## src/hdl/qpf_pkg.sv

```systemverilog
// Shared constants, register codes and controller command type for the quadrant position filter.
package qpf_pkg;

    localparam int SAMPLE_BITS     = 16;
    localparam int COORD_FRAC_BITS = 16;

    localparam int COORD_W  = COORD_FRAC_BITS + 5;
    localparam int THR_W    = 8;
    localparam int HL_W     = 20;
    localparam int ALPHA_W  = 16;
    localparam int CFG_W    = 20;
    localparam int CFG_IDX_W = 2;

    // sums and differences of four samples need two extra bits
    localparam int DIFF_W   = SAMPLE_BITS + 2;
    localparam int NUM_W    = DIFF_W - 1 + HL_W;
    localparam int DSH_W    = DIFF_W + COORD_W - 1;
    localparam int BIG_W    = DIFF_W + COORD_W;
    localparam int CNT_W    = $clog2(COORD_W);
    localparam int PA_W     = ALPHA_W + 1 + COORD_W;
    localparam int PB_W     = ALPHA_W + 2 + COORD_W;
    localparam int ACC_W    = PB_W + 1;

    localparam logic [CFG_IDX_W-1:0] REG_LIGHT_THRESHOLD = 2'd0;
    localparam logic [CFG_IDX_W-1:0] REG_HALF_LENGTH     = 2'd1;
    localparam logic [CFG_IDX_W-1:0] REG_ALPHA           = 2'd2;

    localparam logic [THR_W-1:0]   RST_LIGHT_THRESHOLD = '0;
    localparam logic [HL_W-1:0]    RST_HALF_LENGTH     = HL_W'(147456);
    localparam logic [ALPHA_W-1:0] RST_ALPHA           = ALPHA_W'(58982);

    typedef struct packed {
        logic load;
        logic setup;
        logic mul;
        logic check;
        logic div_step;
        logic raw;
        logic fmul;
        logic commit;
    } t_cmd;

endpackage

```

## src/hdl/qpf_ctrl.sv

```systemverilog
// Sequencing state machine and output valid flag for the quadrant position filter.
module qpf_ctrl (
    input  logic          i_clk,
    input  logic          i_rst_n,
    input  logic          i_in_valid,
    output logic          o_in_stall,
    output logic          o_out_valid,
    input  logic          i_out_stall,
    output qpf_pkg::t_cmd o_cmd
);
    import qpf_pkg::*;

    localparam logic [2:0] S_IDLE   = 3'd0;
    localparam logic [2:0] S_SETUP  = 3'd1;
    localparam logic [2:0] S_MUL    = 3'd2;
    localparam logic [2:0] S_CHECK  = 3'd3;
    localparam logic [2:0] S_DIV    = 3'd4;
    localparam logic [2:0] S_RAW    = 3'd5;
    localparam logic [2:0] S_FMUL   = 3'd6;
    localparam logic [2:0] S_COMMIT = 3'd7;

    logic [2:0]       r_state, n_state;
    logic [CNT_W-1:0] r_cnt, n_cnt;
    logic             r_out_valid, n_out_valid;
    logic             slot_free;

    assign o_in_stall  = (r_state != S_IDLE);
    assign o_out_valid = r_out_valid;
    assign slot_free   = !r_out_valid || !i_out_stall;

    always_comb begin
        n_state = r_state;
        n_cnt   = r_cnt;
        o_cmd   = '0;
        unique case (r_state)
            S_IDLE: begin
                if (i_in_valid) begin
                    o_cmd.load = 1'b1;
                    n_state    = S_SETUP;
                end
            end
            S_SETUP: begin
                o_cmd.setup = 1'b1;
                n_state     = S_MUL;
            end
            S_MUL: begin
                o_cmd.mul = 1'b1;
                n_state   = S_CHECK;
            end
            S_CHECK: begin
                o_cmd.check = 1'b1;
                n_cnt       = CNT_W'(COORD_W - 1);
                n_state     = S_DIV;
            end
            S_DIV: begin
                o_cmd.div_step = 1'b1;
                n_cnt          = r_cnt - 1'b1;
                if (r_cnt == '0) begin
                    n_state = S_RAW;
                end
            end
            S_RAW: begin
                o_cmd.raw = 1'b1;
                n_state   = S_FMUL;
            end
            S_FMUL: begin
                o_cmd.fmul = 1'b1;
                n_state    = S_COMMIT;
            end
            S_COMMIT: begin
                // hold until the output register can take the transaction
                if (slot_free) begin
                    o_cmd.commit = 1'b1;
                    n_state      = S_IDLE;
                end
            end
            default: begin
                n_state = S_IDLE;
            end
        endcase
    end

    always_comb begin
        n_out_valid = r_out_valid;
        if (o_cmd.commit) begin
            n_out_valid = 1'b1;
        end else if (!i_out_stall) begin
            n_out_valid = 1'b0;
        end
    end

    always_ff @(posedge i_clk) begin
        if (!i_rst_n) begin
            r_state     <= S_IDLE;
            r_cnt       <= '0;
            r_out_valid <= 1'b0;
        end else begin
            r_state     <= n_state;
            r_cnt       <= n_cnt;
            r_out_valid <= n_out_valid;
        end
    end

endmodule

```

## config.mk

```make
export PLATFORM = sky130hd
export DESIGN_NAME = qpf_ctrl
export DESIGN_NICKNAME = d
export VERILOG_FILES = /design/src/hdl/qpf_pkg.sv /design/src/hdl/qpf_ctrl.sv
export SDC_FILE = /design/constraint.sdc
export NUM_CORES = 1
export LEC_CHECK = 0
export BUFFER_PORTS_ARGS = -buffer_cell sky130_fd_sc_hd__buf_2
export CAP_MARGIN = 20
export CORE_AREA = 2 2 39 41
export DETAILED_ROUTE_END_ITERATION = 12
export DIE_AREA = 0 0 41 43
export SLEW_MARGIN = 20
export SYNTH_ARGS = -nofsm -noshare
export SYNTH_HDL_FRONTEND = slang
export SYNTH_SLANG_ARGS = --single-unit
export TNS_END_PERCENT = 30
```

## constraint.sdc

```tcl
create_clock -name i_clk -period 1.5 [get_ports i_clk]
set_input_delay 0.3 -clock i_clk [delete_from_list [all_inputs] [get_ports i_clk]]
set_output_delay 0.3 -clock i_clk [all_outputs]
set_load 0.01 [all_outputs]
```

== Word-level counts from Yosys, hierarchy flattened ==
Cells that the tools add are included.
Word-level totals
  RAM bits: 0
  latch bits: 0
  logic and storage cells: 40
  ROM bits: 0
  output and inout bits: 10
  input bits: 4
  bits in registers: 9
  memories kept: 0
Operators by class
  $add $sub $neg: 1
  reduce and logical (&&, ||, !) cells: 8
  shift operators: 0
  $mul: 0
  mux-type cells: 17
  $lt $le $gt $ge: 0
  equal/unequal tests: 11
  div/mod/pow operators: 0
  bitwise logic cells: 0
Operator list (count)
  3-bit case mux with 8 select lines: 1
  3-bit == test, second input constant: 4
  1-bit 2-to-1 mux: 12
  5-bit case mux with 2 select lines: 1
  3-bit 2-to-1 mux: 3
  3-bit by 2-bit == test with 1-bit output, second input constant: 2
  2-bit inequality test, second input constant: 3
  5-bit zero test: 1
  5-bit by 1-bit subtractor with 5-bit output, second input constant: 1
  3-bit by 1-bit == test with 1-bit output, second input constant: 1
  3-bit zero test: 1
  3-bit AND reduction: 1
  3-bit nonzero test: 1
  1-bit zero test: 2
  2-bit by 1-bit inequality test with 1-bit output, second input constant: 1
  2-bit nonzero test: 1
  1-bit logical OR: 1

== Longest topological paths before layout ==
  depth after elaboration: 5
  gate-level depth with buffers: 5
  mapped depth without buffers: 5

== Worst setup path before layout ==
Ideal clock, no wire load.
  path kind: flip-flop to output port
  start: register r_state[1]
  end: output o_cmd[7] (netlist bit)
  stages on the path, launching flop included: 4
  slack: 0.114 ns
  data required time: 1.200 ns
  data arrival time: 1.086 ns
  cells stage by stage: dfxtp_1 clkbuf_1 or3_1 nor2_1
RTL lines
  start: declaration: RTL line qpf_ctrl.sv:22  | logic [2:0] r_state, n_state;
  start signal: assignment: RTL line qpf_ctrl.sv:98  | r_state <= n_state;
  end: declaration: RTL line qpf_ctrl.sv:9  | output qpf_pkg::t_cmd o_cmd

==> results.yml <==
outcome:
  status: "complete, but fails checks"
  violations: "negative setup slack"
worst_setup_path:
  r2r_setup_slack_ns: 0.10
  cpMaxStageDelayCell: "or3_4"
  path_cells: "or3_4, nor2_4, buf_6"
  end_kind: "primary output"
  cp.required_ns: 1.20
  worstPathMaxFanout: 6
  reg2reg_to: "r_state[0]$_SDFFE_PN0P_"
  crit_arrival_ns: 1.23
  r2r-start: "r_cnt[0]$_SDFFE_PN0P_"
  worstSetupPathType: "reg2out"
  reg2regPathDepth: 5
  start_kind: "flop"
  crit_path_max_incr_delay_ns: 0.40
sta:
  setup_viol: 1
  period_share_pct: 102
  worst_hold_slack_ns: 0.322
  rsz0062_at_grt: "yes"
  hold_viol: 0
  worst_clock_skew_ns: 0.000724
  clock.fmax_ghz: 0.653
  slew_headroom_pct: 83.5
  min_period_ns: 1.53
  finalWorstSetupSlack_ns: -0.0312
  worst_pin_slew_ns: 0.246
  fin_setup_tns_ns: -0.0312
  slew_violations: 0
drt:
  via_per_inst: 5.13
  vias: 487
  dr.pass1.iters: 4
  drt_iter0_drc: 6
  ant_nets: 0
  wl_per_cell_um: 11.7
  totalWireLength_um: 1110
  drc_errors: 0
synthesis:
  async_flop_share_pct: 0
  syn_avg_cell_area_sq_um: 8.51
  postSynthCellCount: 60
  synth-edff-count: 0
  syn_area_sq_um: 510
  synth_seq_area_share_pct: 35.3
  synth_cell_types: 30
  yosysWarnings: 0
  synth.net_count: 65
  ys_seq_elements: 9
  ys.flop_type: "dfxtp_1"
power:
  power_density_nw_per_um2: 890
  vdd_drop_max_mv: 0.527
  leakagePower_uw: 0.000314
cells_and_area:
  final_common_cell: "buf_2"
  fill_cells: 142
  nets: 85
  antenna_cells: 0
  drive_above_1_share_pct: 45.6
  final_cell_mix: "11 x buf_2, 8 x buf_4, 6 x dfxtp_1"
  final_cell_area_sq_um: 704
  syn_to_final_growth_pct: 38.0
  final_cells: 95
placed_design:
  pre_cts_ws_ns: 0.105
  placed_cells: 86
  hpwl_um: 713
  gp_congestion: 0.674
  placed_area_sq_um: 587
  io_buffers: 13
clock_tree:
  clock_latency_ns: 0.26
  cts_tree: "yes"
  clk_pin_slew_ns: 0.06
  clock_path_buffers: 2
  clock-sinks: 9
  cts.htree.levels: 1
  cts_root_buf: "clkbuf_4"
  cts_buffers: 3
flow_run:
  drv_cap: 0
die:
  core_region_area_sq_um: 1380
  start_util_pct: 36.9
  die_area_sq_um: 1760
  die_h_um: 43
  ios: 14
  die_x_um: 41
  core.rowCount: 14
grt:
  grt_pass1_wl_um: 1910
  overflow: 0
  gr-usage-met3_pct: 4.71
  busiest_layer: "met2"
  use_met2_pct: 23.1
  grtUsageTotal_pct: 16.1
  grt_start_max_net_pins: 13
  use_met1_pct: 20.1
  grt_pass1_vias: 474
  antenna_found_initial: 0
min_path:
  worstHoldPathType: "in2reg"
  worstHoldStart: "i_out_stall"
  hold_path_depth: 3
  min_to: "o_out_valid$_SDFFE_PN0P_"
timing repair:
item | 4_1_cts | 5_1_grt
pin swaps | 0 | 2
hold buffers | 0 | 0
endpoints found under the setup margin | 5 | 7
buffers inserted | 5 | 0
gates resized for setup | 7 | 9
worst max path at each step:
stage | startpoint | to | slack (ns) | cells after the start
6_report | r_state[0]$_SDFFE_PN0P_ | o_cmd[7] | -0.03 | 3
3_5_place_dp | r_cnt[0]$_SDFFE_PN0P_ | r_state[0]$_SDFFE_PN0P_ | 0.11 | 5
2_1_floorplan | r_state[1]$_SDFFE_PN0P_ | o_cmd[7] | 0.11 | 3
5_1_grt | r_state[0]$_SDFFE_PN0P_ | o_cmd[7] | -0.09 | 3
3_3_place_gp | r_cnt[0]$_SDFFE_PN0P_ | r_state[0]$_SDFFE_PN0P_ | 0.15 | 5
4_1_cts | r_state[1]$_SDFFE_PN0P_ | o_cmd[7] | -0.01 | 3
Yosys cell counts (2+ instances only):
library cell | number | share of area [%]
a21boi_0 | 3 | 4.4
nand2_1 | 4 | 2.9
a21oi_1 | 2 | 2.0
o31ai_1 | 2 | 2.9
nor3b_1 | 4 | 5.9
clkbuf_1 | 4 | 2.9
dfxtp_1 | 9 | 35
nand3_1 | 3 | 2.9
nor2_1 | 3 | 2.2
and3b_1 | 3 | 5.1
inv_1 | 4 | 2.9
stage by stage:
stage	utilization [%]	power, uW
2_1_floorplan	-	355
3_3_place_gp	42.4	390
3_5_place_dp	42.4	392
4_1_cts	47.9	604
5_1_grt	50.9	671
6_report	50.9	627
power by group:
part,internal [uW],switching [uW],total [uW]
Clock,103,90.0,193
Sequential,254,17.8,272
Combinational,92.2,70.2,162
Total,449,178,627
critical path, delay by kind of cell (launching register included):
| family | cells | cell delay (ns) |
|---|---|---|
| buf+inv | 1 | 0.10 |
| flops | 1 | 0.36 |
| simple gates | 2 | 0.51 |
cell families after synthesis:
kind of cell / after synthesis / share of synthesized area, %
and+or+nand+nor: 24 / 29.2
adders and majority gates: 1 / 2.45
buffers and inverters: 11 / 10.5
DFF: 9 / 35.3
AOI/OAI and AO/OA: 15 / 22.5
layer usage:
layer	share of wire [%]	vias up
li1	-	252
met1	49	227
met2	47	6
met3	2.8	2
met4	1.3	0
met5	0	-
area by class of cell:
class | instances | area [sq um] | share of cell area (%)
inverters | 4 | 15.0 | 2.13
well taps | 16 | 20.0 | 2.84
flip-flops and latches | 9 | 191 | 27.2
multi-input cells | 40 | 303 | 43.0
repair buffers | 22 | 149 | 21.1
clock buffers | 4 | 26.3 | 3.73
state kept, by name, indices dropped and copies added, names as in the netlist:
signal,cells
o_out_valid,1
r_state,3
r_cnt,5
Note: power is estimated with default switching activity, not from simulation.
